`src/xacs_pkg.sv`:
```
// ----------------------------------------------------------------------------
// xacs_pkg: shared types and helpers for the attachment constraint step
// Status codes, request structs for the arithmetic units, and saturating
// helpers used by the sequencer.
// ----------------------------------------------------------------------------
package xacs_pkg;

  localparam int unsigned CompW  = 48;
  localparam int unsigned PosW   = 32;
  localparam int unsigned WideW  = 64;
  localparam int unsigned DistW  = 33;
  localparam int unsigned SumW   = 66;

  localparam logic [1:0] STATUS_UPDATED   = 2'd0;
  localparam logic [1:0] STATUS_NEAR_DIST = 2'd1;
  localparam logic [1:0] STATUS_NEAR_DEN  = 2'd2;

  localparam logic [1:0] REG_COMPLIANCE  = 2'd0;
  localparam logic [1:0] REG_REST_LENGTH = 2'd1;
  localparam logic [1:0] REG_TIME_STEP   = 2'd2;

  localparam logic [31:0] TIME_STEP_RESET = 32'd71582788;
  localparam logic [63:0] MOVE_LIMIT      = 64'h0000_0002_0000_0000;

  typedef struct packed {
    logic        start;
    logic [63:0] a;
    logic [63:0] b;
  } mul_req_t;

  typedef struct packed {
    logic        start;
    logic [63:0] hi;
    logic [63:0] lo;
    logic [63:0] den;
  } div_req_t;

  // Signed add that clips at the 64-bit limits.
  function automatic logic signed [63:0] sat_add64(input logic signed [63:0] a,
                                                   input logic signed [63:0] b);
    logic signed [63:0] sum;
    sum = a + b;
    if (!a[63] && !b[63] && sum[63]) begin
      sat_add64 = {1'b0, {63{1'b1}}};
    end else if (a[63] && b[63] && !sum[63]) begin
      sat_add64 = {1'b1, {63{1'b0}}};
    end else begin
      sat_add64 = sum;
    end
  endfunction

  // Magnitude clipped to the largest positive value, then signed.
  function automatic logic signed [63:0] signed_from(input logic [63:0] m,
                                                     input logic neg);
    logic [63:0] mm;
    mm = m[63] ? {1'b0, {63{1'b1}}} : m;
    signed_from = neg ? -$signed(mm) : $signed(mm);
  endfunction

  function automatic logic [63:0] mag64(input logic signed [63:0] x);
    mag64 = x[63] ? 64'(-x) : 64'(x);
  endfunction

  // Upper product bits shifted down by 32, saturating when they do not fit.
  function automatic logic [63:0] shift32_sat(input logic [127:0] p);
    shift32_sat = (p[127:96] != 32'd0) ? {64{1'b1}} : p[95:32];
  endfunction

endpackage

```
`src/xacs_mul.sv`:
```
// ----------------------------------------------------------------------------
// xacs_mul: 64x64 multiplier over one 32x32 partial product per cycle
// Four partial products are formed and accumulated into a 128-bit result.
// ----------------------------------------------------------------------------
module xacs_mul
  import xacs_pkg::*;
(
  input  logic           clk,
  input  logic           rst,
  input  mul_req_t       req,
  output logic           done,
  output logic [127:0]   prod
);

  logic [63:0]  a_r;
  logic [63:0]  b_r;
  logic [2:0]   cnt;
  logic         busy;
  logic [63:0]  pp;
  logic [1:0]   pp_sh;
  logic         pp_valid;
  logic [31:0]  op_a;
  logic [31:0]  op_b;
  logic [127:0] pp_shifted;

  always_comb begin
    case (cnt)
      3'd0: begin
        op_a = a_r[31:0];
        op_b = b_r[31:0];
      end
      3'd1: begin
        op_a = a_r[31:0];
        op_b = b_r[63:32];
      end
      3'd2: begin
        op_a = a_r[63:32];
        op_b = b_r[31:0];
      end
      default: begin
        op_a = a_r[63:32];
        op_b = b_r[63:32];
      end
    endcase
  end

  always_comb begin
    case (pp_sh)
      2'd0:    pp_shifted = {64'd0, pp};
      2'd1:    pp_shifted = {32'd0, pp, 32'd0};
      default: pp_shifted = {pp, 64'd0};
    endcase
  end

  always_ff @(posedge clk) begin
    if (rst) begin
      busy     <= 1'b0;
      done     <= 1'b0;
      pp_valid <= 1'b0;
      cnt      <= 3'd0;
    end else begin
      done <= !req.start && busy && (cnt == 3'd4);
      if (req.start) begin
        a_r      <= req.a;
        b_r      <= req.b;
        cnt      <= 3'd0;
        busy     <= 1'b1;
        pp_valid <= 1'b0;
        prod     <= 128'd0;
      end else if (busy) begin
        if (cnt != 3'd4) begin
          pp       <= 64'(op_a) * 64'(op_b);
          pp_sh    <= (cnt == 3'd0) ? 2'd0 : ((cnt == 3'd3) ? 2'd2 : 2'd1);
          pp_valid <= 1'b1;
        end
        if (pp_valid) begin
          prod <= prod + pp_shifted;
        end
        if (cnt == 3'd4) begin
          busy     <= 1'b0;
          pp_valid <= 1'b0;
        end
        cnt <= cnt + 3'd1;
      end
    end
  end

endmodule

```
`config.mk`:
```
export PLATFORM = sky130hd
export DESIGN_NAME = xacs_mul
export DESIGN_NICKNAME = d
export VERILOG_FILES = /design/src/xacs_pkg.sv /design/src/xacs_mul.sv
export SDC_FILE = /design/constraint.sdc
export NUM_CORES = 2
export LEC_CHECK = 0
export ABC_AREA = 0
export BUFFER_PORTS_ARGS = -buffer_cell sky130_fd_sc_hd__buf_2
export CAP_MARGIN = 15
export CORE_ASPECT_RATIO = 2
export CORE_MARGIN = 5
export CORE_UTILIZATION = 59
export DETAILED_ROUTE_END_ITERATION = 16
export GPL_TIMING_DRIVEN = 0
export MAX_ROUTING_LAYER = met4
export PLACE_DENSITY = 0.8
export SLEW_MARGIN = 25
export SYNTH_ARGS = -nofsm -noshare
export SYNTH_HDL_FRONTEND = slang
export SYNTH_SLANG_ARGS = --single-unit
```
`constraint.sdc`:
```
create_clock -name clk -period 9.07 [get_ports clk]
set_clock_uncertainty 0.15 [all_clocks]
set_input_delay 0.907 -clock clk [delete_from_list [all_inputs] [get_ports clk]]
set_output_delay 0.907 -clock clk [all_outputs]
set_load 0.05 [all_outputs]
```
==> metrics.txt, run 1 <==
run status stopped before the end; failing step global routing (5_1_grt); Run Error [ERROR GRT-0116] Global routing finished with congestion. Check the congestion regions in the DRC Viewer.; CTS Hold Buffers Added 0; die width 222.3 um; Placer Congestion 1.216; global-route wire length before repair 391.1 mm; Initial Util 59.51%; pre-CTS setup slack -4.208 ns; register area share after synthesis 18.40%; row count 155; CTS root buf clkbuf_16; Global Route Usage Sum 58.43%; number of synthesized flops with an enable pin 322; complex-gate fraction of the synthesized area 9.155%; top area cells in the synthesized netlist fa_1, edfxtp_1, ha_1; io pins 260; yosys warns 0; clock sinks 328; area fraction of the dominant cell type after synthesis 33.75%; Adder-Cell Fraction of Synth Area 43.04%; remaining global-route overflow 5; mux share of post-synthesis cell area 3.236%; most common cell in the netlist inv_1; post-synthesis xor/xnor area fraction 2.848%; HPWL after DPL 194.2 mm; Port Buffers 259; leading area contributor after synthesis fa_1; Mapped Nets 7188; CTS max path bufs 3; synthesized area per cell 9.229 sq um; Die Height 434.7 um; largest family of logic cells by synthesized area adder cells; Mapped Area 0.05320 sq mm; Syn Inst Count 5765; Synth top cells by count inv_1, fa_1, nor2_1; Synth Register Bits 328; post-synthesis cell type count 88; H-tree depth 1; placed cells 7227; async set or reset register ratio after synthesis 0%; pin count of the biggest net entering global routing 30; Main synth FF type edfxtp_1; vias in the first global route 54690; CTS buffer count 31; post-synthesis simple-gate area fraction 14.87%; DP Area 0.05677 sq mm
[kinds of logic after synthesis]
| kind of cell | count (synthesis) |
|---|---|
| simple gates | 1859 |
| compound gates | 757 |
| buf+inv | 1193 |
| flops | 328 |
| mux | 163 |
| xor+xnor | 173 |
| fa+ha+maj | 1292 |
[per-stage QoR]
step	TNS, ns	hold slack (ns)
after global placement	-687.14	0.3474
after CTS	-0.7780	0.2254
after detailed placement	-145.12	0.3497
after floorplan	0	0.3282
[layer usage]
layer  GRT overflow  GRT usage, %
met3              0         25.77
met4              4         64.34
met5              -             -
met2              1         85.89
met1              0         52.94
[what timing repair did]
action | CTS
pin swaps | 67
gates cloned | 7
resized for setup | 652
setup buffers | 190
endpoints found under the setup margin | 54
==> run 2: changes to the inputs <==
--- a/config.mk
+++ b/config.mk
@@ -8,13 +8,11 @@
 export ABC_AREA = 0
 export BUFFER_PORTS_ARGS = -buffer_cell sky130_fd_sc_hd__buf_2
 export CAP_MARGIN = 15
-export CORE_ASPECT_RATIO = 2
 export CORE_MARGIN = 5
-export CORE_UTILIZATION = 59
+export CORE_UTILIZATION = 40
 export DETAILED_ROUTE_END_ITERATION = 16
 export GPL_TIMING_DRIVEN = 0
-export MAX_ROUTING_LAYER = met4
-export PLACE_DENSITY = 0.8
+export PLACE_DENSITY_LB_ADDON = 0.15
 export SLEW_MARGIN = 25
 export SYNTH_ARGS = -nofsm -noshare
 export SYNTH_HDL_FRONTEND = slang
==> constraint.sdc (replaced) <==
create_clock -name clk -period 11.8 [get_ports clk]
set_clock_uncertainty 0.15 [all_clocks]
set_input_delay 1.18 -clock clk [delete_from_list [all_inputs] [get_ports clk]]
set_output_delay 1.18 -clock clk [all_outputs]
set_load 0.05 [all_outputs]
==> run 2 against run 1 <==
Synthesized area stayed put. Synthesized cell count stayed put. The flow now finishes without violations.
==> metrics.txt, run 2 <==
Data required, critical path 11.99 ns; DR WL/cell 28.19 um; nets 7514; Setup Viol. Count Final 0; die width 374.7 um (+69%); global-route wire length before repair 318.5 mm; Initial Util 40.37% (-19 points); CTS buffer count 42 (+35%); clock slew at reported path FFs 0.06 ns; synthesized area per cell 9.229 sq um (unchanged); number of synthesized flops with an enable pin 322 (unchanged); Vias 43400; Crit. End Element flop; DIE AREA 0.1404 sq mm; Crit path top cell by count fa_1; fraction of layout cells with a size suffix above 1 9.864%; post-synthesis cell type count 88 (unchanged); pin count of the biggest net entering global routing 29; worst path arrival time 11.68 ns; register area share after synthesis 18.40% (unchanged); Mapped Nets 7188 (unchanged); antenna violations before repair 4; Relative slew margins 23.39%; core area 0.1318 sq mm; Port Buffers 259 (unchanged); remaining global-route overflow 0; io pins 260 (unchanged); TritonRoute pass-1 iters 7; Worst path max stage delay 0.78 ns; top area cells in the synthesized netlist fa_1, edfxtp_1, ha_1; run status finished clean; fin crit share 97.37%; DR vias/cell 5.508; yosys warns 0 (unchanged); fmax 87.04 MHz; leading area contributor after synthesis fa_1; Largest register FFs 128; Placer Congestion 1.027 (-16%); CTS root buf clkbuf_16; CP top delay family adder cells; fin crit period 11.49 ns; fin cells 7879; DR iter-0 viols 3986; max-cap viol count 0; CTS max path bufs 3 (unchanged); most common cell in the netlist inv_1; commonest cells after routing, fill and taps aside inv_1, fa_1, nor2_1; CTS Hold Buffers Added 0 (unchanged); Synth top cells by count inv_1, fa_1, nor2_1; Routed Antenna Nets 0; worst slew pin tran 1.139 ns; Fin. Hold Viols 0; Die Height 374.7 um (-14%); slowest CP cell fa_1; HPWL after DPL 188.8 mm (-2.8%); Worst-Skew Late Latency 0.64 ns; most common cell after layout, fill and taps aside inv_1; area fraction of the dominant cell type after synthesis 33.75% (unchanged); largest reg by FF count prod; critical path class flop to flop; HP Class flop to flop; RSZ-0062 raised after global routing false; Syn-to-layout area delta 11.55%; H-tree depth 2 (+1); Core Util, Final 45.03%; crit start category flop; row count 133 (-14%); # DRC 0; Worst Path Buf+Inv 6; CP max FO 10; async set or reset register ratio after synthesis 0% (unchanged); Global Route Usage Sum 31.28%; Syn Inst Count 5765 (unchanged); Synth Register Bits 328 (unchanged); Main synth FF type edfxtp_1; final wirelength 222.1 mm; clock sinks 328 (unchanged); Pins Over Slew Limit 0; CTS tree yes; vias in the first global route 45040; Mapped Area 0.05320 sq mm (unchanged); placed cells 7807 (+8.0%)
==> run 2: path summary, 6_finish.rpt <==
path	startpoint	slack, ns	depth (start not counted)	endpoint
setup / recovery	cnt[0]$_SDFFE_PN0P_	0.31	29	pp[58]$_DFFE_PP_
hold / removal	cnt[2]$_SDFFE_PN0P_	0.37	2	cnt[2]$_SDFFE_PN0P_
setup reg to reg	cnt[0]$_SDFFE_PN0P_	0.31	29	pp[58]$_DFFE_PP_
hold reg to reg	cnt[2]$_SDFFE_PN0P_	0.37	2	cnt[2]$_SDFFE_PN0P_
==> run 2: logic make-up after synthesis <==
group | synth area share, %
buf+inv | 8.452
simple gates | 14.87
flops | 18.40
xor+xnor | 2.848
mux | 3.236
compound gates | 9.155
fa+ha+maj | 43.04
==> run 2: layout make-up <==
cell class,instances,area [sq um]
Antenna cell,1,2.502
Buffer,259,1126
Clock buffer,53,1124
Clock inverter,23,311.5
Fill cell,13280,72450
Inverter,921,3457
Multi-Input combinational cell,4244,39380
Sequential cell,328,9789
Tap cell,1755,2196
Timing Repair Buffer,295,1958
==> run 2: what timing repair did <==
| item | 4_1_cts | 5_1_grt |
|---|---|---|
| resized for setup | 73 | 46 |
| endpoints found under the setup margin | 29 | 4 |
| buffers inserted | 5 | 3 |
==> run 2: layer usage <==
layer,wire (um),track usage (%),up-vias
met5,0,0,-
met4,13840,15.00,0
met3,18870,6.472,435
met2,97750,49.27,2024
met1,91650,41.37,21830
li1,-,-,19110
==> run 2: worst min-delay path, stage by stage (launching register included) <==
cell and delay (ns):
dfxtp_1 0.33, nor2_1 0.09, a211oi_1 0.05
==> run 2: metrics by stage <==
step,worst slack [ns],hold slack (ns),setup TNS [ns],instance area [sq um]
floorplan,2.563,0.3282,0,53200
global placement,-2.591,0.3463,-103.66,56700
detailed placement,-1.521,0.3647,-17.11,57640
CTS,0.02092,0.3725,0,59280
global route,0.01683,0.3835,0,59340
finish,0.3107,0.3704,0,59350
Power of run 2 is left out: the tool's default activity adds up to more than one toggle a clock period on the data nets, which glitch-free logic cannot reach.
