**config.mk**
```make
export PLATFORM = sky130hd
export DESIGN_NAME = xacs_sqrt
export DESIGN_NICKNAME = d
export VERILOG_FILES = /design/src/xacs_pkg.sv /design/src/xacs_sqrt.sv
export SDC_FILE = /design/constraint.sdc
export NUM_CORES = 1
export LEC_CHECK = 0
export ABC_AREA = 1
export BUFFER_PORTS_ARGS = -buffer_cell sky130_fd_sc_hd__buf_2
export CAP_MARGIN = 25
export CORE_ASPECT_RATIO = 1.75
export CORE_UTILIZATION = 30
export CTS_CLUSTER_SIZE = 14
export DETAILED_ROUTE_END_ITERATION = 8
export PLACE_DENSITY = 0.45
export SLEW_MARGIN = 30
export SYNTH_ARGS = -nofsm -noshare
export SYNTH_HDL_FRONTEND = slang
export SYNTH_SLANG_ARGS = --single-unit
```
**constraint.sdc**
```tcl
create_clock -name clk -period 10.4 [get_ports clk]
set_input_delay 2.08 -clock clk [delete_from_list [all_inputs] [get_ports clk]]
set_output_delay 2.08 -clock clk [all_outputs]
set_load 0.02 [all_outputs]
```
**src/xacs_pkg.sv**
```systemverilog
// ----------------------------------------------------------------------------
// xacs_pkg: shared types and helpers for the attachment constraint step
// Status codes, request structs for the arithmetic units, and saturating
// helpers used by the sequencer.
// ----------------------------------------------------------------------------
package xacs_pkg;

  localparam int unsigned CompW  = 48;
  localparam int unsigned PosW   = 32;
  localparam int unsigned WideW  = 64;
  localparam int unsigned DistW  = 33;
  localparam int unsigned SumW   = 66;

  localparam logic [1:0] STATUS_UPDATED   = 2'd0;
  localparam logic [1:0] STATUS_NEAR_DIST = 2'd1;
  localparam logic [1:0] STATUS_NEAR_DEN  = 2'd2;

  localparam logic [1:0] REG_COMPLIANCE  = 2'd0;
  localparam logic [1:0] REG_REST_LENGTH = 2'd1;
  localparam logic [1:0] REG_TIME_STEP   = 2'd2;

  localparam logic [31:0] TIME_STEP_RESET = 32'd71582788;
  localparam logic [63:0] MOVE_LIMIT      = 64'h0000_0002_0000_0000;

  typedef struct packed {
    logic        start;
    logic [63:0] a;
    logic [63:0] b;
  } mul_req_t;

  typedef struct packed {
    logic        start;
    logic [63:0] hi;
    logic [63:0] lo;
    logic [63:0] den;
  } div_req_t;

  // Signed add that clips at the 64-bit limits.
  function automatic logic signed [63:0] sat_add64(input logic signed [63:0] a,
                                                   input logic signed [63:0] b);
    logic signed [63:0] sum;
    sum = a + b;
    if (!a[63] && !b[63] && sum[63]) begin
      sat_add64 = {1'b0, {63{1'b1}}};
    end else if (a[63] && b[63] && !sum[63]) begin
      sat_add64 = {1'b1, {63{1'b0}}};
    end else begin
      sat_add64 = sum;
    end
  endfunction

  // Magnitude clipped to the largest positive value, then signed.
  function automatic logic signed [63:0] signed_from(input logic [63:0] m,
                                                     input logic neg);
    logic [63:0] mm;
    mm = m[63] ? {1'b0, {63{1'b1}}} : m;
    signed_from = neg ? -$signed(mm) : $signed(mm);
  endfunction

  function automatic logic [63:0] mag64(input logic signed [63:0] x);
    mag64 = x[63] ? 64'(-x) : 64'(x);
  endfunction

  // Upper product bits shifted down by 32, saturating when they do not fit.
  function automatic logic [63:0] shift32_sat(input logic [127:0] p);
    shift32_sat = (p[127:96] != 32'd0) ? {64{1'b1}} : p[95:32];
  endfunction

endpackage

```
**src/xacs_sqrt.sv**
```systemverilog
// ----------------------------------------------------------------------------
// xacs_sqrt: digit-by-digit integer square root
// Takes two radicand bits per cycle and returns the floor of the root.
// ----------------------------------------------------------------------------
module xacs_sqrt
  import xacs_pkg::*;
(
  input  logic             clk,
  input  logic             rst,
  input  logic             start,
  input  logic [SumW-1:0]  radicand,
  output logic             done,
  output logic [DistW-1:0] root
);

  localparam int unsigned RemW = DistW + 2;

  logic [SumW-1:0]  rad_r;
  logic [RemW-1:0]  rem;
  logic [5:0]       cnt;
  logic             busy;
  logic [RemW+1:0]  rem_sh;
  logic [RemW+1:0]  trial;
  logic             take;
  logic [RemW+1:0]  diff;

  assign rem_sh = {rem, rad_r[SumW-1 -: 2]};
  assign trial  = (RemW+2)'({root, 2'b01});
  assign take   = rem_sh >= trial;
  assign diff   = rem_sh - trial;

  always_ff @(posedge clk) begin
    if (rst) begin
      busy <= 1'b0;
      done <= 1'b0;
      cnt  <= 6'd0;
    end else begin
      done <= !start && busy && (cnt == 6'(SumW/2 - 1));
      if (start) begin
        rad_r <= radicand;
        rem   <= '0;
        root  <= '0;
        cnt   <= 6'd0;
        busy  <= 1'b1;
      end else if (busy) begin
        rad_r <= {rad_r[SumW-3:0], 2'b00};
        rem   <= take ? diff[RemW-1:0] : rem_sh[RemW-1:0];
        root  <= {root[DistW-2:0], take};
        cnt   <= cnt + 6'd1;
        if (cnt == 6'(SumW/2 - 1)) begin
          busy <= 1'b0;
        end
      end
    end
  end

endmodule

```
==> metrics.cfg, run 1 <==
[detailed_routing]
viasPerCell = 4.33
drtIter0Drc = 251
vias = 7249
first_pass_iters = 6
ant_nets = 0
drc = 2
wire_per_inst_um = 14.0
totalWireLength_mm = 23.4

[worst_setup_path]
startpoint_type = primary input
required_ns = 10.48
crit_path_top_delay_cell = buf_6
r2r_cells = 10
crit_path_end_kind = flop
cp_top_family = buffers and inverters
crit_fanout = 77
path_class = primary input to flop
path_cells = buf_4 > inv_2 > a21oi_4 > buf_6
crit-reg2reg-launch = root[24]
cp_data_arrival_time_ns = 3.91
reg2reg_setup_slack_ns = 7.35
worst-path-buf-inv = 3
crit_path_end = rem[20]
reg2reg_to = rem[21]
crit_path_start = start
slowest_delay_ns = 0.64
cp.depth = 4

[timing]
setup_viol = 0
slew_viol_final = 0
finalCritPeriodShare_pct = 36.9
finalCriticalPeriod_ns = 3.83
max_slew_margin_pct = 43.5
max_freq_ghz = 0.261
tns_ns = 0
rsz0062_at_grt = no
finalHoldViolations = 0
skew_ns = 0.00713
hold_slack_ns = 0.496
timing_worst_slew_pin_value_ns = 0.847

[power_and_ir_drop]
power.switching_uw = 520
finalPower_mw = 1.68
p_int_mw = 1.16
power_density_mw_per_mm2 = 163
switching_share_pct = 30.9
irDropWorstVdd_v = 0.000104
pwr-share-comb_pct = 23.4
clockPowerShare_pct = 34.8
total_leakage_power_nw = 5.20
seqPwrFrac_pct = 41.7

[logic_synthesis]
syn_area_per_cell_sq_um = 7.51
syn-num-nets = 1292
synthCells = 1186
synth_area_sq_mm = 0.00891
synth_edf_count = 134
ys_seq_area_share_pct = 47.0
synth-seq-cells = 142
async_flop_share_pct = 0
yosys_warnings = 0
ys.flop_type = edfxtp_1
synth.distinct_cells = 38

[clock_network]
clock-sinks = 142
cts_resized = 0
tritoncts.num_buffers = 17
clk_latency_ns = 0.45
cts_hold_buf = 0
clock_path_buffers = 2
cts_tree = done
post-cts-setup-buffers = 0
clk_pin_slew_worst_paths_ns = 0.06
cts_root_buf = clkbuf_16
htree_levels = 4

[status]
status = complete, but fails checks
violations = DRC

[job]
drv_cap = 0

[cells_and_area]
layout_commonest_cell = nand2_1
drive_gt1_share_pct = 12.7
layout.nets = 1387
syn_to_final_growth_pct = 15.8
final_cell_mix = 519 x nand2_1, 183 x inv_1, 134 x edfxtp_1
nFillCells = 3220
insertedDiodeCount = 0
fin_cells = 1674

[global_route]
gr-total-overflow = 0
grt_pass1_wl_mm = 38.6
grt_pass1_vias = 7721
globalRouteTotalUtil_pct = 16.5
grt_start_max_net_pins = 80
antenna_found_initial = 0

[die]
die_x_um = 132
top_level_ports = 103
start_util_pct = 30.4
fp.dieArea_sq_mm = 0.0304
core_region_area_sq_mm = 0.0293
die_y_um = 230
rows = 83

[placed_design]
post-place-cells = 1644
port_buffers = 102
dp_hpwl_mm = 17.5
place_congestion = 0.856

[hold_path]
hold_class = flop to flop

-- worst reg2reg max path, cell delays in order, from the launching register on --
cell and delay [ns]:
edfxtp_1 0.39, inv_1 0.12, ha_1 0.31, nand2_1 0.10, nand2_1 0.11, a21oi_2 0.20
nand2_1 0.12, a21oi_2 0.19, nand4_4 0.66, nand2_1 0.46, a21oi_1 0.10
-- synthesized netlist by cell type (3+ instances only) --
master | count | area, sq um
xnor2_1 | 3 | 26.3
nand4_1 | 6 | 37.5
nand2_2 | 7 | 43.8
nand3_2 | 8 | 80.1
nor3_1 | 9 | 45.0
nand3_1 | 38 | 190
a21oi_2 | 3 | 26.3
nor2_1 | 105 | 394
nand2_1 | 519 | 1950
nor2_2 | 8 | 50.1
o21bai_1 | 6 | 45.0
buf_6 | 7 | 78.8
a21oi_1 | 41 | 205
xor2_1 | 14 | 123
nand3b_1 | 8 | 60.1
inv_1 | 183 | 687
clkbuf_1 | 20 | 75.1
dfxtp_1 | 8 | 160
o21ai_0 | 3 | 15.0
inv_2 | 3 | 11.3
edfxtp_1 | 134 | 4020
ha_1 | 37 | 463
-- how the worst min path moves through the flow --
stage / cells past startpoint / from / slack, ns / end
3_3_place_gp: 2 / cnt[0] / 0.49 / cnt[0]
3_5_place_dp: 2 / cnt[0] / 0.49 / cnt[0]
5_1_grt: 2 / rad_r[48] / 0.52 / rad_r[50]
4_1_cts: 2 / cnt[0] / 0.50 / cnt[0]
2_1_floorplan: 2 / cnt[0] / 0.46 / cnt[0]
6_report: 2 / cnt[0] / 0.50 / cnt[0]
-- power by group through the flow --
| stage | sequential (mW) | clock, mW | combinational (mW) |
|---|---|---|---|
| after floorplan | 0.725 | 0 | 0.282 |
| after global placement | 0.713 | 0 | 0.401 |
| after detailed placement | 0.713 | 0 | 0.402 |
| after CTS | 0.702 | 0.601 | 0.404 |
| after global routing | 0.706 | 0.617 | 0.455 |
| final | 0.701 | 0.585 | 0.394 |
-- cells by family after synthesis --
| group | after synthesis | share of synthesized area (%) |
|---|---|---|
| adder cells (fa/ha/maj) | 37 | 5.20 |
| AO/OA/AOI/OAI | 57 | 3.57 |
| buffers and inverters | 217 | 9.79 |
| flip-flops | 142 | 47.0 |
| AND/OR/NAND/NOR | 716 | 32.8 |
| XOR/XNOR | 17 | 1.67 |
-- stage by stage --
stage	setup WS (ns)	util (%)	cell area, sq um
floorplan	0.871	-	8910
global placement	5.79	33.4	9770
detailed placement	6.03	33.4	9780
CTS	6.52	35.2	10300
global route	6.38	35.2	10300
finish	6.57	35.2	10300
-- layer usage --
| layer | part of all wire [%] | global-route usage (%) |
|---|---|---|
| met1 | 39 | 16.9 |
| met2 | 54 | 31.2 |
| met3 | 3.3 | 3.22 |
| met4 | 3.8 | 9.05 |
| met5 | 0 | 0 |
-- flip-flops by register name, summed over array words and instances, names as in the netlist --
signal  flops
busy        1
cnt         6
done        1
rad_r      66
rem        35
root       33
-- layout make-up --
type	instances	area (sq um)	share of cell area, %
Sequential cell	142	4180	40.6
Clock buffer	22	444	4.31
Tap cell	382	478	4.63
Clock inverter	8	93.8	0.910
Timing Repair Buffer	106	547	5.30
Multi-Input combinational cell	827	3870	37.5
Inverter	187	702	6.80
No activity file was read; power rests on OpenSTA's default activity.
==> run 2, diff against run 1 <==
--- a/config.mk
+++ b/config.mk
@@ -5,14 +5,14 @@
 export SDC_FILE = /design/constraint.sdc
 export NUM_CORES = 1
 export LEC_CHECK = 0
-export ABC_AREA = 1
+export ABC_AREA = 0
 export BUFFER_PORTS_ARGS = -buffer_cell sky130_fd_sc_hd__buf_2
 export CAP_MARGIN = 25
 export CORE_ASPECT_RATIO = 1.75
 export CORE_UTILIZATION = 30
 export CTS_CLUSTER_SIZE = 14
 export DETAILED_ROUTE_END_ITERATION = 8
-export PLACE_DENSITY = 0.45
+export PLACE_DENSITY = 0.47
 export SLEW_MARGIN = 30
 export SYNTH_ARGS = -nofsm -noshare
 export SYNTH_HDL_FRONTEND = slang
==> constraint.sdc (replaced) <==
create_clock -name clk -period 3.5 [get_ports clk]
set_input_delay 0.7 -clock clk [delete_from_list [all_inputs] [get_ports clk]]
set_output_delay 0.7 -clock clk [all_outputs]
set_load 0.02 [all_outputs]
==> metrics.cfg, run 2 <==
[cells_and_area]
final_cell_mix = 134 x edfxtp_1, 101 x buf_2, 76 x nor2_1
largest_register_ffs = 66  ; unchanged
insertedDiodeCount = 0  ; unchanged
regMostFlops = rad_r
final_util_pct = 36.2  ; +0.94 points
largestRegisters = rad_r (66), rem (35), root (33)
syn_to_final_growth_pct = 18.3
layout.nets = 913  ; -34%
drive_gt1_share_pct = 27.3  ; +15 points
layout_commonest_cell = edfxtp_1

[clock_network]
cts_tree = done
clock-sinks = 142  ; unchanged
clk_latency_ns = 0.44  ; about the same
clock_path_buffers = 2  ; unchanged
tritoncts.num_buffers = 17  ; unchanged
htree_levels = 4  ; unchanged
cts_hold_buf = 0  ; unchanged
clk_pin_slew_worst_paths_ns = 0.06  ; about the same
cts_resized = 0  ; unchanged
cts_root_buf = clkbuf_16
post-cts-setup-buffers = 0  ; unchanged

[worst_setup_path]
path_class = flop to flop
cp_top_family = compound AO/OA/AOI/OAI gates
cp_data_arrival_time_ns = 3.45  ; -0.46 ns
startpoint_type = flop
crit_path_top_delay_cell = or3b_4
slowest_delay_ns = 0.45  ; -0.19 ns
worst-path-buf-inv = 1  ; -2
required_ns = 3.79  ; -6.69 ns
crit_path_end_kind = flop
crit_fanout = 9  ; -88%
path_cells = inv_1 > ha_1 > nand2_1 > o21ai_1 > a21oi_1 > o21ai_0 > a2111oi_4 > or2_1 > or3b_4 > a21oi_2

[timing]
max_freq_ghz = 0.316
hold_slack_ns = 0.504  ; +0.00793 ns
timing_worst_slew_pin_value_ns = 0.682  ; -0.165 ns
max_slew_margin_pct = 54.6  ; +11 points
rsz0062_at_grt = no
finalHoldViolations = 0  ; unchanged
skew_ns = 0.0102  ; +0.00308 ns
finalCriticalPeriod_ns = 3.17
finalCritPeriodShare_pct = 90.5
setup_viol = 0  ; unchanged
worst_slack_ns = 0.332  ; -6.23 ns
slew_viol_final = 0  ; unchanged
tns_ns = 0  ; unchanged

[detailed_routing]
ant_nets = 0  ; unchanged
drc = 8  ; +6
viasPerCell = 4.91  ; +13%
drtIter0Drc = 216  ; -14%
wire_per_inst_um = 16.9  ; +21%
totalWireLength_mm = 19.2  ; -18%
vias = 5593  ; -23%
first_pass_iters = 6  ; unchanged

[logic_synthesis]
synth_common_cells = 134 x edfxtp_1, 77 x nor2_1, 64 x mux2_2
yosys_warnings = 0  ; unchanged
synth_area_leaders = edfxtp_1 51%, mux2_2 9.1%, ha_1 5.8%
synthCells = 704  ; -41%
syn_area_per_cell_sq_um = 11.3  ; +50%
synth_edf_count = 134  ; unchanged
synth-seq-cells = 142  ; unchanged
async_flop_share_pct = 0  ; unchanged
synth_area_sq_mm = 0.00794  ; -11%
synth.distinct_cells = 64  ; +68%
ys.flop_type = edfxtp_1
synth_top_area_share_pct = 50.7  ; +5.5 points
ys_seq_area_share_pct = 52.7  ; +5.8 points
synth.most_common_cell = edfxtp_1
synth_area_leader_cell = edfxtp_1
syn-num-nets = 810  ; -37%

[global_route]
grt_start_max_net_pins = 88  ; +10%
gr-total-overflow = 0  ; unchanged
antenna_found_initial = 0  ; unchanged
grt_pass1_wl_mm = 31.0  ; -20%
globalRouteTotalUtil_pct = 14.9  ; -1.6 points
grt_pass1_vias = 5960  ; -23%

[hold_path]
hold_class = flop to flop

[power_and_ir_drop]
seqPwrFrac_pct = 41.1  ; -0.6 points
power.switching_mw = 1.56  ; +200%
pwr-share-comb_pct = 24.9  ; +1.5 points
finalPower_mw = 5.10  ; +200%
clockPowerShare_pct = 34.0  ; -0.8 points
total_leakage_power_nw = 3.70  ; -29%
p_int_mw = 3.54  ; +210%
switching_share_pct = 30.5  ; -0.44 points
power_density_mw_per_mm2 = 543  ; +230%
irDropWorstVdd_v = 0.000347  ; +230%

[die]
die_x_um = 125  ; -5.5%
rows = 78  ; -6.0%
top_level_ports = 103  ; unchanged
start_util_pct = 30.6  ; +0.14 points
fp.dieArea_sq_mm = 0.0271  ; -11%
core_region_area_sq_mm = 0.0260  ; -11%
die_y_um = 217  ; -5.6%

[placed_design]
place_worst_setup_slack_ns = 0.303  ; -5.73 ns
place_congestion = 0.840  ; -1.9%
dp_hpwl_mm = 14.2  ; -19%
port_buffers = 102  ; unchanged

[status]
violations = DRC
status = complete, but fails checks

[job]
drv_cap = 0  ; unchanged

==> run 2: cells by family after synthesis <==
logic type,after synthesis,share of synthesized area (%)
AO/OA/AOI/OAI,141,11.8
XOR/XNOR,32,3.53
adder cells (fa/ha/maj),37,5.83
buffers and inverters,80,4.15
flip-flops,142,52.7
multiplexers,78,10.8
AND/OR/NAND/NOR,194,11.1
==> run 2: cell type report <==
cell class / instances / area (sq um)
Clock buffer: 20 / 437
Clock inverter: 12 / 114
Fill cell: 2646 / 16600
Inverter: 48 / 180
Multi-Input combinational cell: 482 / 3430
Sequential cell: 142 / 4180
Tap cell: 320 / 400
Timing Repair Buffer: 116 / 643
==> run 2: metal layers <==
layer  GRT usage, %  share of wire [%]
met1           14.4                 37
met4           7.03                2.9
met5              0                  0
met3           5.19                5.9
met2           28.2                 55
==> run 2: worst register-to-register path: stages, from the launching register on <==
cell and delay, ns:
edfxtp_1 0.36, inv_1 0.08, ha_1 0.42, nand2_1 0.16
o21ai_1 0.38, a21oi_1 0.13, o21ai_0 0.44, a2111oi_4 0.08
or2_1 0.39, or3b_4 0.45, a21oi_2 0.14
==> run 2: path summary, 6_finish.rpt <==
kind / from / end / slack (ns) / cells after the start
hold reg to reg: cnt[5] / cnt[5] / 0.50 / 2
setup reg to reg: root[22] / rem[22] / 0.33 / 10
hold / removal: cnt[5] / cnt[5] / 0.50 / 2
setup / recovery: root[22] / rem[22] / 0.33 / 10
==> run 2: power groups by stage <==
stage               registers [mW]  clock network, mW  logic, mW
global route                  2.11               1.83       1.40
CTS                           2.10               1.78       1.29
global placement              2.14                  0       1.28
finish                        2.10               1.73       1.27
detailed placement            2.13                  0       1.28
floorplan                     2.15                  0      0.917
==> run 2: per-stage QoR <==
| step | std cells | instance area, sq um |
|---|---|---|
| floorplan | 704 | 7940 |
| global route | 1140 | 9390 |
| global placement | 1108 | 8840 |
| detailed placement | 1108 | 8840 |
| CTS | 1140 | 9390 |
| finish | 1140 | 9390 |
