$ cat src/xacs_pkg.sv
// ----------------------------------------------------------------------------
// xacs_pkg: shared types and helpers for the attachment constraint step
// Status codes, request structs for the arithmetic units, and saturating
// helpers used by the sequencer.
// ----------------------------------------------------------------------------
package xacs_pkg;

  localparam int unsigned CompW  = 48;
  localparam int unsigned PosW   = 32;
  localparam int unsigned WideW  = 64;
  localparam int unsigned DistW  = 33;
  localparam int unsigned SumW   = 66;

  localparam logic [1:0] STATUS_UPDATED   = 2'd0;
  localparam logic [1:0] STATUS_NEAR_DIST = 2'd1;
  localparam logic [1:0] STATUS_NEAR_DEN  = 2'd2;

  localparam logic [1:0] REG_COMPLIANCE  = 2'd0;
  localparam logic [1:0] REG_REST_LENGTH = 2'd1;
  localparam logic [1:0] REG_TIME_STEP   = 2'd2;

  localparam logic [31:0] TIME_STEP_RESET = 32'd71582788;
  localparam logic [63:0] MOVE_LIMIT      = 64'h0000_0002_0000_0000;

  typedef struct packed {
    logic        start;
    logic [63:0] a;
    logic [63:0] b;
  } mul_req_t;

  typedef struct packed {
    logic        start;
    logic [63:0] hi;
    logic [63:0] lo;
    logic [63:0] den;
  } div_req_t;

  // Signed add that clips at the 64-bit limits.
  function automatic logic signed [63:0] sat_add64(input logic signed [63:0] a,
                                                   input logic signed [63:0] b);
    logic signed [63:0] sum;
    sum = a + b;
    if (!a[63] && !b[63] && sum[63]) begin
      sat_add64 = {1'b0, {63{1'b1}}};
    end else if (a[63] && b[63] && !sum[63]) begin
      sat_add64 = {1'b1, {63{1'b0}}};
    end else begin
      sat_add64 = sum;
    end
  endfunction

  // Magnitude clipped to the largest positive value, then signed.
  function automatic logic signed [63:0] signed_from(input logic [63:0] m,
                                                     input logic neg);
    logic [63:0] mm;
    mm = m[63] ? {1'b0, {63{1'b1}}} : m;
    signed_from = neg ? -$signed(mm) : $signed(mm);
  endfunction

  function automatic logic [63:0] mag64(input logic signed [63:0] x);
    mag64 = x[63] ? 64'(-x) : 64'(x);
  endfunction

  // Upper product bits shifted down by 32, saturating when they do not fit.
  function automatic logic [63:0] shift32_sat(input logic [127:0] p);
    shift32_sat = (p[127:96] != 32'd0) ? {64{1'b1}} : p[95:32];
  endfunction

endpackage

$ cat src/xacs_div.sv
// ----------------------------------------------------------------------------
// xacs_div: 128-by-64 restoring divider, one quotient bit per cycle
// A zero divisor or a quotient wider than 64 bits gives all ones at once.
// ----------------------------------------------------------------------------
module xacs_div
  import xacs_pkg::*;
(
  input  logic        clk,
  input  logic        rst,
  input  div_req_t    req,
  output logic        done,
  output logic [63:0] quot
);

  logic [63:0] rem;
  logic [63:0] lo_r;
  logic [63:0] den_r;
  logic [5:0]  cnt;
  logic        busy;
  logic [63:0] rem_sh;
  logic        take;

  assign rem_sh = {rem[62:0], lo_r[63]};
  assign take   = rem[63] || (rem_sh >= den_r);

  always_ff @(posedge clk) begin
    if (rst) begin
      busy <= 1'b0;
      done <= 1'b0;
      cnt  <= 6'd0;
    end else begin
      done <= (req.start && (req.den == 64'd0 || req.hi >= req.den)) ||
              (!req.start && busy && (cnt == 6'd63));
      if (req.start) begin
        rem   <= req.hi;
        lo_r  <= req.lo;
        den_r <= req.den;
        cnt   <= 6'd0;
        if (req.den == 64'd0 || req.hi >= req.den) begin
          quot <= {64{1'b1}};
        end else begin
          quot <= 64'd0;
          busy <= 1'b1;
        end
      end else if (busy) begin
        lo_r <= {lo_r[62:0], 1'b0};
        quot <= {quot[62:0], take};
        rem  <= take ? (rem_sh - den_r) : rem_sh;
        cnt  <= cnt + 6'd1;
        if (cnt == 6'd63) begin
          busy <= 1'b0;
        end
      end
    end
  end

endmodule

$ cat config.mk
export PLATFORM = sky130hd
export DESIGN_NAME = xacs_div
export DESIGN_NICKNAME = d
export VERILOG_FILES = /design/src/xacs_pkg.sv /design/src/xacs_div.sv
export SDC_FILE = /design/constraint.sdc
export NUM_CORES = 1
export LEC_CHECK = 0
export BUFFER_PORTS_ARGS = -buffer_cell sky130_fd_sc_hd__buf_2
export CORE_MARGIN = 8
export CORE_UTILIZATION = 50
export DETAILED_ROUTE_END_ITERATION = 16
export MAX_ROUTING_LAYER = met4
export PLACE_DENSITY = 0.72
export SKIP_LAST_GASP = 1
export SLEW_MARGIN = 10
export SYNTH_ARGS = -nofsm -noshare
export SYNTH_HDL_FRONTEND = slang
export SYNTH_SLANG_ARGS = --single-unit
export TNS_END_PERCENT = 50
$ cat constraint.sdc
create_clock -name clk -period 13.7 [get_ports clk]
set_clock_uncertainty 0.1 [all_clocks]
set_input_delay 0.685 -clock clk [delete_from_list [all_inputs] [get_ports clk]]
set_output_delay 0.685 -clock clk [all_outputs]
set_load 0.02 [all_outputs]
==> results of run 1 <==
==> how the worst max path moves through the flow <==
stage                     depth (start not counted)      end  slack (ns)     start
final                                            14   rem[5]        9.28  lo_r[63]
after global placement                           13   rem[4]        9.41  den_r[0]
after floorplan                                   4  lo_r[0]        3.70  req[192]
after detailed placement                         14   rem[5]        9.35  lo_r[63]
after global routing                             12   rem[5]        9.06   rem[18]
after CTS                                        14   rem[5]        9.32  lo_r[63]
==> layout by cell type (no fill, tap or decap), drive strengths merged, types with 28 or more instances in the layout <==
master / n
nor2: 59
edfxtp: 256
nor4: 28
nand2: 73
xnor2: 35
ha: 129
a21o: 63
inv: 158
o21ai: 65
buf: 266
nand3: 37
mux2: 123
clkbuf: 44
o21a: 72
a21oi: 110
==> logic make-up (layout without fill, tap and decap cells) <==
| group | Yosys count | in the layout | share of synthesized area [%] |
|---|---|---|---|
| AO/OA/AOI/OAI | 412 | 412 | 16.51 |
| AND/OR/NAND/NOR | 318 | 318 | 9.797 |
| flip-flops | 264 | 264 | 47.08 |
| buffers and inverters | 228 | 481 | 5.390 |
| multiplexers | 131 | 131 | 8.791 |
| adder cells (fa/ha/maj) | 130 | 130 | 9.804 |
| XOR/XNOR | 50 | 50 | 2.627 |
| other | 0 | 14 | 0 |
==> cell type report <==
class	instances	area, um2
Clock inverter	13	122.6
Antenna cell	14	35.03
Clock buffer	43	840.8
Fill cell	2950	13900
Sequential cell	264	7848
Tap cell	448	560.5
Multi-Input combinational cell	1041	7936
Timing Repair Buffer	267	1365
Inverter	158	593.1
==> registers in the layout, summed over array words and instances (netlist names) <==
signal,cells
done,1
busy,1
cnt,6
den_r,64
lo_r,64
rem,64
quot,64
==> routing by layer <==
metal / vias to the layer above / track usage (%)
met1: 6307 / 30.35
li1: 6188 / -
met4: 0 / 4.776
met5: - / -
met2: 464 / 37.42
met3: 59 / 6.598
==> stage by stage <==
step,cell area (um2),power (mW)
2_1_floorplan,16670,1.456
3_3_place_gp,18300,1.605
3_5_place_dp,18300,1.619
4_1_cts,19270,2.416
5_1_grt,19300,2.514
6_report,19300,2.405
==> worst max-delay path, cell delays in order (launching register included) <==
cell                        delay, ns
sky130_fd_sc_hd__edfxtp_1        0.36
sky130_fd_sc_hd__inv_1           0.05
sky130_fd_sc_hd__ha_1            0.22
sky130_fd_sc_hd__fa_1            0.41
sky130_fd_sc_hd__nor2b_1         0.17
sky130_fd_sc_hd__o2111ai_1       0.14
sky130_fd_sc_hd__and3_1          0.23
sky130_fd_sc_hd__o32ai_2         0.42
sky130_fd_sc_hd__o21bai_2        0.19
sky130_fd_sc_hd__a31oi_1         0.22
sky130_fd_sc_hd__o21ai_2         0.07
sky130_fd_sc_hd__buf_4           0.26
sky130_fd_sc_hd__nand2_4         0.62
sky130_fd_sc_hd__mux2_2          0.43
sky130_fd_sc_hd__mux2_2          0.27
==> cells in the mapped netlist, types with 13 or more instances <==
| cell type | n | area (um2) |
|---|---|---|
| sky130_fd_sc_hd__clkbuf_1 | 52 | 195.2 |
| sky130_fd_sc_hd__nor2_1 | 59 | 221.5 |
| sky130_fd_sc_hd__edfxtp_1 | 256 | 7687 |
| sky130_fd_sc_hd__nor2b_1 | 19 | 118.9 |
| sky130_fd_sc_hd__nand4_1 | 27 | 168.9 |
| sky130_fd_sc_hd__nor4_1 | 28 | 175.2 |
| sky130_fd_sc_hd__xnor2_1 | 35 | 306.5 |
| sky130_fd_sc_hd__xor2_1 | 15 | 131.4 |
| sky130_fd_sc_hd__and3_1 | 13 | 81.33 |
| sky130_fd_sc_hd__o21ai_0 | 58 | 290.3 |
| sky130_fd_sc_hd__a21oi_1 | 110 | 550.5 |
| sky130_fd_sc_hd__a211oi_1 | 13 | 97.59 |
| sky130_fd_sc_hd__inv_1 | 158 | 593.1 |
| sky130_fd_sc_hd__mux2_2 | 102 | 1149 |
| sky130_fd_sc_hd__mux2_1 | 21 | 236.5 |
| sky130_fd_sc_hd__nand3_1 | 37 | 185.2 |
| sky130_fd_sc_hd__nand2_1 | 72 | 270.3 |
| sky130_fd_sc_hd__nand2b_1 | 17 | 106.4 |
| sky130_fd_sc_hd__a21o_1 | 63 | 473.0 |
| sky130_fd_sc_hd__nor3_1 | 16 | 80.08 |
| sky130_fd_sc_hd__ha_1 | 129 | 1614 |
| sky130_fd_sc_hd__o21a_1 | 72 | 540.5 |
==> report_power, final <==
group / total, mW / switching, mW / internal (mW)
Sequential: 1.00 / 0.0281 / 0.973
Clock: 0.795 / 0.332 / 0.463
Combinational: 0.608 / 0.351 / 0.257
Total: 2.40 / 0.712 / 1.69
==> results, run 1 <==
- The die span in x is ~200 um.
- Dividing the detail-routed via count by the number of cells gives between 5 and 6.
- The overflow left after global routing is 0.
- The worst register-to-register path has a setup slack of between 9 and 10 ns.
- For the pin with the worst max-slew slack, the measured transition is between 1 and 1.5 ns.
- For this configuration, the core starts out at a cell density of roughly half.
- The number of H-tree levels is 1.
- Once routing completed, OpenROAD measured the worst setup slack at just over 9 ns.
- Once the clock tree was built, the setup fixing pass inserted 0 buffers.
- Across the VDD grid, the largest voltage drop is ~110 uV.
- Setup repair after global routing left no endpoint under its margin.
- Hold repair after CTS inserted 0 buffers.
- The post-placement setup slack is slightly above 9 ns.
- The initial antenna violation count is 13.
- The number of top-level pins is 260.
- The residual antenna-violating net count after detailed routing is 0.
- The final number of hold-violating endpoints is 0.
- The reported leakage power is approximately 8.2 nW.
- Cells with a size suffix above 1 make up around 24% of the layout.
- Dividing total power by cell area gives a power density of roughly 120 nW/um2.
- The number of nets handed over by synthesis was 1858.
- The kind of start point of the critical path is a flip-flop.
- The routed design has around 47000 um of wire.
- The share of the core filled with cells in the final layout is about 58%.
- The wire length on met1 is between 20000 and 25000 um.
- Of the available clock period, the critical path in the final layout requires about a third.
- The filler-free cell count of the finished design is roughly 2200.
- During placement, the flow inserted port buffers numbering 259.
- The clock drives roughly 260 sinks.
- The startpoint identified for the worst hold timing path is req[16].
- Counting along the longest clock path gives a buffer depth of 3.
- For this run, design rule violations remaining after detail routing come to 0.
- The number of pins exceeding their max-slew limit in the final report came to 0.
- Wire segments on met3 add up to 4187 um in the final route.
- The predominant post-synthesis flop cell is sky130_fd_sc_hd__edfxtp_1.
- The vias after detailed routing is around 13000.
- The number of cells produced by synthesis is 1533.
- Once detailed placement completed, the half-perimeter wirelength came to around 35000 um.
- The latest clock arrival within the worst-skew pair is 0.56 ns.
- The number of warnings issued by yosys is 0.
- The highest routing layer actually used is met4.
- Each instance of the synthesized netlist takes up on average ~11 um2.
- The share of async-settable or async-resettable flops after synthesis is 0%.
- The total iterations of the first detailed-routing run is 7.
- The global-route wire length before repair is 72340 um.
- The worst register-to-register path has a depth of 14.
- The post-cts gate resize count is 0.
- Counting distinct cell types in the post-synthesis netlist gives between 70 and 80.
- The arrival time at the worst endpoint is about 4.6 ns.
- Row generation in the floorplan step produced 67 rows.
- The detailed router finished its first iteration with ~910 violations.
- The number of clock buffers added by TritonCTS is 30.
- The overall routing resource usage is 23.69%.
- In this run the worst path has a maximum fanout of 50.
- The minimum clock period after layout is around 4.4 ns.
- The synthesis-to-finish area growth is 15.80%.
- The worst register-to-register path begins at lo_r[63].
- The core region is ~33000 um2.
- The critical path start-end classification is reg -> reg.
- The run finished with clean final reports.
- The sum of met2 wire segment lengths after detailed routing is 21460 um.
- The die outline height is a little under 200 um.
- Entering global routing, the biggest net connects 101 pins.
- Counting instances, the worst hold path has a depth of 1.
- Setup violations remaining at the end of the flow were counted as 0.
- The number of flops mapped to enable cells by yosys is between 200 and 300.
- The final layout contains ~2100 nets.
- TritonCTS built the clock tree.
- CTS placed an instance of sky130_fd_sc_hd__clkbuf_16 at the clock tree root.
- The number of max-capacitance violations reported is 0.
- Clock-pin slew was measured on the worst setup and hold paths at roughly 0.06 ns.
- The routability congestion estimate from global placement is 0.9385.
- The class of the most critical hold timing path is in -> reg.
- Setup total negative slack on the finished layout was measured at 0 ns.
- STA classifies the critical path endpoint as a flip-flop.
- The relative slew slack is 25.28%.
- Sequential cells were found to cover between 40% and 50% of the synthesized design area.
- Counting flops and latches in the post-synthesis netlist gives approximately 260.
- The endpoint with the worst hold slack is den_r[16].
- Counting tap cells, the placed design contains a total of around 2200 instances.
- The floorplan step defined a die boundary enclosing just under 40000 um2.
- The maximum clock rate is about 230 MHz.
- The post-synthesis cell area is between 15000 and 20000 um2.
- For the worst setup path, the data required time is between 10 and 15 ns.
- On the final layout, the worst hold slack is around 0.23 ns.
- The worst register-to-register path ends at rem[5].
- After detailed routing, the average wire length per cell comes to 20.77 um.
- The via count of the first global-routing pass was roughly 13000.
(Power assumes the default switching activity.)
==> run 2: changes to the inputs <==
==> constraint.sdc (replaced) <==
create_clock -name clk -period 4.6 [get_ports clk]
set_clock_uncertainty 0.1 [all_clocks]
set_input_delay 0.23 -clock clk [delete_from_list [all_inputs] [get_ports clk]]
set_output_delay 0.23 -clock clk [all_outputs]
set_load 0.02 [all_outputs]
==> run 2 against run 1 <==
Final area up 10%; die area unchanged; worst setup slack worse by 8.8 ns; combinational power rose to 3.2 times the previous value; highest routed layer unchanged.
==> results, run 2 (synthesized netlist as in run 1, its figures left out) <==
- The run finished with clean final reports.
- The number of top-level pins came to 260 (unchanged).
- The initial antenna violation count was 12 (-1).
- The worst-case clock buffer depth is 3 (unchanged).
- The final wirelength is 49840 um (+6.7%).
- The clock edge transition at the registers on the reported setup and hold paths is 0.06 ns (about the same).
- The routability congestion estimate from global placement is 0.9863 (+5.1%).
- The die area came to 39430 um2 (unchanged).
- Among all stages on the critical path, the largest delay is contributed by sky130_fd_sc_hd__ha_1.
- The tightest min-delay check is of the in -> reg type.
- The number of cells on the worst reg-to-reg path is 12 (-2).
- The via count of the first global-routing pass is 14430 (+8.8%).
- The initial core utilization is 50.21% (unchanged).
- The number of sinks driven by the clock tree is 264 (unchanged).
- The maximum clock rate is 242.4 MHz (+7.2%).
- The worst slack on hold paths was 0.05937 ns (-0.1749 ns).
- The post-cts gate resize count is 0 (unchanged).
- The worst voltage drop across the vdd grid came to 272.1 uV (+150%).
- The maximum number of pins on one net before global-route repair is 92 (-8.9%).
- The met3 track demand over resource in global routing was 5.600% (-1.0 points).
- The cell count after placement is 2184 (+0.28%).
- The layer flagged by global routing as most heavily used is met2.
- The reported leakage power is 9.026 nW (+10%).
- The number of H-tree levels was 1 (unchanged).
- The met2 demand-to-capacity share in global routing is 41.98% (+4.6 points).
- The power density over the cells is 350.7 nW/um2 (+180%).
- The overall routing resource usage is 25.63% (+1.9 points).
- The placeable core area is 33200 um2 (unchanged).
- The final number of hold-violating endpoints came to 0 (unchanged).
- The synthesis-to-finish area growth is 27.87%.
- The net count of the finished layout is 2279 (+9.2%).
- The latest clock arrival within the worst-skew pair is 0.57 ns (about the same).
- The TritonCTS clock tree is done.
- The placement row count is 67 (unchanged).
- The largest incremental delay on the critical path came to 0.47 ns (-0.15 ns).
- The TritonCTS buffer count is 30 (unchanged).
- The root cell of the clock tree is sky130_fd_sc_hd__clkbuf_16.
- The die span in x came to 198.6 um (unchanged).
- The number of max-capacitance violations reported is 0 (unchanged).
- The total iterations of the first detailed-routing run was 5 (-2).
- The residual antenna-violating net count after detailed routing is 0 (unchanged).
- The capturing element type of the critical path is a flip-flop.
- The relative slew slack is 40.87% (+16 points).
- The number of setup violations in the final report is 0 (unchanged).
- The minimum clock period after layout is 4.126 ns (-0.2971 ns).
- The met1 global-route usage is 32.16% (+1.8 points).
- The detailed-placement wirelength estimate is 35570 um (+2.0%).
- The vias after detailed routing came to 13760 (+5.7%).
- The required time of the worst setup path is 4.80 ns (-9.11 ns).
- The final cycle utilization of the critical path is 89.69% (+57 points).
- The share of final-layout standard cells stronger than drive strength 1 came to 22.04% (-2.0 points).
- The starting DRC count in detailed routing is 968 (+6.8%).
- The slew at the pin with the worst max-slew slack came to 0.8870 ns (-0.2338 ns).
- The overflow left after global routing is 0 (unchanged).
- The filler-free cell count of the finished design came to 2438 (+8.5%).
- The number of DRC violations after detailed routing was 0 (unchanged).
- The top cell types in the final layout, fill and taps aside, are sky130_fd_sc_hd__buf_2, sky130_fd_sc_hd__edfxtp_1, sky130_fd_sc_hd__dlygate4sd3_1.
- The kind of start point of the critical path is a flip-flop.
- The ratio of routed vias to standard cells was 5.642 (-2.6%).
- The count of buffers from port buffering is 259 (unchanged).
- The post-placement cell area is 18400 um2 (+0.52%).
- The per-cell routed wire length came to 20.44 um (-1.6%).
- The most frequent standard cell in the layout excluding fill and tap cells is sky130_fd_sc_hd__buf_2.
- The critical path goes through ha_1, nand3_1, nor4_1, nand2_1, o32ai_2, o21bai_2, a31oi_1, o21ai_2, nand2_4, buf_12, mux2_1, mux2_2.
- The final design instance area without fill came to 21310 um2 (+10%).
- The number of hold buffers added after CTS was 186 (+186).
- The global-route wire length before repair came to 77990 um (+7.8%).
- The critical path start-end classification is reg -> reg.
- The arrival time at the worst endpoint is 4.33 ns (-0.30 ns).
- The number of pins exceeding their max-slew limit in the final report was 0 (unchanged).
- The number of cells traversed by the worst hold path is 3 (+2).
- The critical-path maximum fanout was 22 (-56%).
- The final-layout setup total negative slack is 0 ns (unchanged).
- Setup repair after global routing left no endpoint under its margin.
- The die outline height is 198.6 um (unchanged).
- The post-CTS repair timing setup buffer count is 0 (unchanged).
run 2: cell type report:
type                    instances  area (um2)
clock inverters                14       196.4
flip-flops and latches        264        7848
diodes                         12       30.03
repair buffers                459        3322
fillers                      2607       11880
inverters                     158       593.1
well taps                     448       560.5
clock buffers                  42       827.0
multi-input cells            1041        7936
run 2: worst paths after layout:
path	startpoint	endpoint	slack, ns
max	rem[18]	rem[40]	0.47
min	req[187]	rem[59]	0.06
max reg2reg	rem[18]	rem[40]	0.47
min reg2reg	cnt[5]	cnt[5]	0.39
run 2: critical path, delay by kind of cell, from the launching register on:
kind | cells | cell delay, ns
and+or+nand+nor | 4 | 1.12
AOI/OAI and AO/OA | 4 | 0.92
muxes | 2 | 0.62
adders and majority gates | 1 | 0.47
DFF | 1 | 0.39
buffers and inverters | 1 | 0.23
run 2: metal layers:
layer | part of all wire (%) | vias to the layer above | routed length, um
met5 | 0 | - | 0
met4 | 2.0 | 0 | 988
met3 | 7.4 | 71 | 3702
met2 | 48 | 490 | 23800
met1 | 43 | 6623 | 21360
li1 | - | 6571 | -
run 2: per-stage QoR:
stage                     total power [mW]  setup slack, ns  util [%]
after detailed placement             4.835           0.5305     55.42
after CTS                            7.479           0.5103     64.11
final                                7.474           0.4741     64.20
after floorplan                      4.316           0.1402         -
after global routing                 7.793           0.1724     64.20
after global placement               4.791           0.6189     55.42
run 2: report_power, final:
part / leakage (nW) / internal [mW] / total, mW / switching (mW)
Combinational: 6.05 / 0.883 / 1.97 / 1.08
Clock: 0.492 / 1.53 / 2.52 / 0.994
Sequential: 2.48 / 2.90 / 2.98 / 0.0869
==> run 3: changes to the inputs <==
--- a/config.mk
+++ b/config.mk
@@ -5,8 +5,8 @@
 export SDC_FILE = /design/constraint.sdc
 export NUM_CORES = 1
 export LEC_CHECK = 0
-export BUFFER_PORTS_ARGS = -buffer_cell sky130_fd_sc_hd__buf_2
-export CORE_MARGIN = 8
+export BUFFER_PORTS_ARGS = -buffer_cell sky130_fd_sc_hd__clkbuf_2
+export CORE_MARGIN = 3
 export CORE_UTILIZATION = 50
 export DETAILED_ROUTE_END_ITERATION = 16
 export MAX_ROUTING_LAYER = met4
==> constraint.sdc (replaced) <==
create_clock -name clk -period 4.6 [get_ports clk]
set_clock_uncertainty 0.1 [all_clocks]
set_input_delay 0.23 -clock clk [delete_from_list [all_inputs] [get_ports clk]]
set_output_delay 0.23 -clock clk [all_outputs]
set_load 0.1 [all_outputs]
==> run 3 against run 2 <==
Routed wire length fell by 2.0%; largest power group unchanged; final cell count down 0.57%; sequential cell count stayed put; combinational power grew 12%; clock-buffer cell count shrank 11.
==> results, run 3 (synthesized netlist as in run 1, its figures left out) <==
- The combined area of the multi-input logic cells is 7936 um2 (unchanged).
- Setup repair after global routing left no endpoint under its margin.
- The required time of the worst setup path came to 4.82 ns (+0.02 ns).
- The number of max-capacitance violations reported is 0 (unchanged).
- The number of top-level pins came to 260 (unchanged).
- The reg-to-reg setup timing slack is 0.59 ns (+0.11 ns).
- The number of setup violations in the final report was 0 (unchanged).
- The number of cells on the worst reg-to-reg path was 13 (+1).
- The final design instance area without fill was 21270 um2 (-0.21%).
- The most frequent standard cell in the layout excluding fill and tap cells is sky130_fd_sc_hd__clkbuf_2.
- The detailed-placement wirelength estimate is 33450 um (-6.0%).
- The starting DRC count in detailed routing came to 1064 (+9.9%).
- The routability congestion estimate from global placement came to 0.9764 (-1.0%).
- The worst voltage drop across the vdd grid is 411.1 uV (+51%).
- The arrival time at the worst endpoint is 4.23 ns (-0.10 ns).
- The final wirelength is 48860 um (-2.0%).
- The maximum number of pins on one net before global-route repair came to 122 (+33%).
- The vias after detailed routing came to 13790 (+0.24%).
- The worst hold path belongs to the class in -> reg.
- The reported leakage power was 9.071 nW (+0.50%).
- By startpoint and endpoint, the worst setup path is classified as reg -> reg.
- For hold timing, the worst endpoint is rem[56].
- The via count of the first global-routing pass is 14430 (-0.014%).
- The slew at the pin with the worst max-slew slack is 0.9147 ns (+0.02773 ns).
- The worst-case clock buffer depth is 3 (unchanged).
- The root cell of the clock tree is sky130_fd_sc_hd__clkbuf_16.
- The per-cell routed wire length is 20.16 um (-1.4%).
- The number of H-tree levels is 1 (unchanged).
- The placeable core area is 32700 um2 (-1.5%).
- The number of pins exceeding their max-slew limit in the final report is 0 (unchanged).
- The overflow left after global routing is 0 (unchanged).
- The post-placement cell area is 18370 um2 (-0.14%).
- The worst register-to-register path ends at rem[4].
- The placement row count came to 66 (-1.5%).
- The final cycle utilization of the critical path is 87.27% (-2.4 points).
- The number of sinks driven by the clock tree is 264 (unchanged).
- The die outline height is 188.6 um (-5.0%).
- The initial antenna violation count is 4 (-8).
- The relative slew slack came to 39.02% (-1.8 points).
- The power density over the cells was 361.2 nW/um2 (+3.0%).
- The minimum clock period after layout is 4.014 ns (-0.1117 ns).
- The latest clock arrival within the worst-skew pair is 0.59 ns (+0.02 ns).
- TritonCTS built the clock tree.
- The count of buffers from port buffering is 259 (unchanged).
- The die span in x is 188.6 um (-5.0%).
- The critical-path maximum fanout was 23 (+4.5%).
- The share of final-layout standard cells stronger than drive strength 1 is 22.40% (+0.35 points).
- The net count of the finished layout is 2280 (+0.044%).
- The start of the worst register-to-register path is den_r[0].
- The clock edge transition at the registers on the reported setup and hold paths was 0.06 ns (about the same).
- The final number of hold-violating endpoints is 0 (unchanged).
- The total power of the final layout was 7.682 mW (+2.8%).
- The initial core utilization is 50.97% (+0.76 points).
- In this run the most critical hold path is launched from req[184].
- From synthesis to final layout, the design area changed by 27.61%.
- The overall routing resource usage was 27.81% (+2.2 points).
- The number of cells traversed by the worst hold path came to 3 (unchanged).
- The run finished with clean final reports.
- The die area is 35560 um2 (-9.8%).
- The number of fill cells is 2514 (-3.6%).
- The number of DRC violations after detailed routing was 0 (unchanged).
- The global-route wire length before repair was 77380 um (-0.79%).
- The residual antenna-violating net count after detailed routing was 0 (unchanged).
- The TritonCTS buffer count came to 30 (unchanged).
- The area occupied by registers is 7848 um2 (unchanged).
- The post-CTS repair timing setup buffer count is 0 (unchanged).
- The ratio of routed vias to standard cells was 5.688 (+0.82%).
- The total iterations of the first detailed-routing run is 5 (unchanged).
- The final-layout setup total negative slack is 0 ns (unchanged).
- The kind of start point of the critical path is a flip-flop.
- In the layout the commonest cells are sky130_fd_sc_hd__clkbuf_2, sky130_fd_sc_hd__edfxtp_1, sky130_fd_sc_hd__dlygate4sd3_1.
- The maximum clock rate is 249.1 MHz (+2.8%).
- The capturing element type of the critical path is a flip-flop.
## run 3: layout make-up
| class | instances | share of cell area [%] |
|---|---|---|
| clock buffer | 31 | 3.547 |
| inverter | 158 | 2.788 |
| timing repair buffer | 460 | 15.54 |
| antenna | 4 | 0.04706 |
| tap | 442 | 2.600 |
| sequential | 264 | 36.90 |
| clock inverter | 24 | 1.271 |
| multi-input combinational | 1041 | 37.31 |
## run 3: timing repair
action | CTS | global route
hold buffers | 186 | 0
hold endpoints to repair | 190 | 0
resized for setup | 0 | 0
## run 3: worst max-delay path by stage
| stage | start | end | cells past startpoint |
|---|---|---|---|
| after floorplan | req[192] | den_r[0] | 4 |
| after global placement | lo_r[63] | rem[4] | 14 |
| after detailed placement | lo_r[63] | rem[4] | 14 |
| after CTS | den_r[0] | rem[4] | 13 |
| after global routing | rem[18] | rem[4] | 12 |
| final | den_r[0] | rem[4] | 13 |
## run 3: where the power goes
group	total, mW	internal (mW)	switching [mW]
combinational	2.21	0.876	1.33
sequential	2.99	2.90	0.0885
clock	2.49	1.43	1.06
## run 3: through the flow
step / cells / worst slack (ns) / utilization (%) / hold slack [ns]
2_1_floorplan: 1533 / 0.1402 / - / 0.2021
3_3_place_gp: 2179 / 0.7473 / 56.18 / 0.3446
3_5_place_dp: 2179 / 0.6553 / 56.18 / 0.3448
4_1_cts: 2420 / 0.6029 / 65.01 / 0.01114
5_1_grt: 2424 / 0.2982 / 65.04 / 0.04323
6_report: 2424 / 0.5857 / 65.04 / 0.02525
## run 3: layer usage
metal / up-vias / wire [um] / global-route usage (%)
met5: - / 0 / -
met1: 6604 / 21010 / 36.01
met3: 85 / 3401 / 4.986
met2: 540 / 23280 / 45.75
li1: 6559 / - / -
met4: 0 / 1179 / 6.846
## run 3: critical path, stage by stage, from the launching register on
cell,delay (ns)
sky130_fd_sc_hd__edfxtp_1,0.39
sky130_fd_sc_hd__ha_1,0.23
sky130_fd_sc_hd__fa_1,0.41
sky130_fd_sc_hd__nor2b_1,0.19
sky130_fd_sc_hd__o2111ai_1,0.14
sky130_fd_sc_hd__and3_1,0.23
sky130_fd_sc_hd__o32ai_2,0.40
sky130_fd_sc_hd__o21bai_2,0.19
sky130_fd_sc_hd__a31oi_1,0.21
sky130_fd_sc_hd__o21ai_2,0.15
sky130_fd_sc_hd__nand2_4,0.11
sky130_fd_sc_hd__buf_4,0.34
sky130_fd_sc_hd__mux2_2,0.39
sky130_fd_sc_hd__mux2_2,0.26
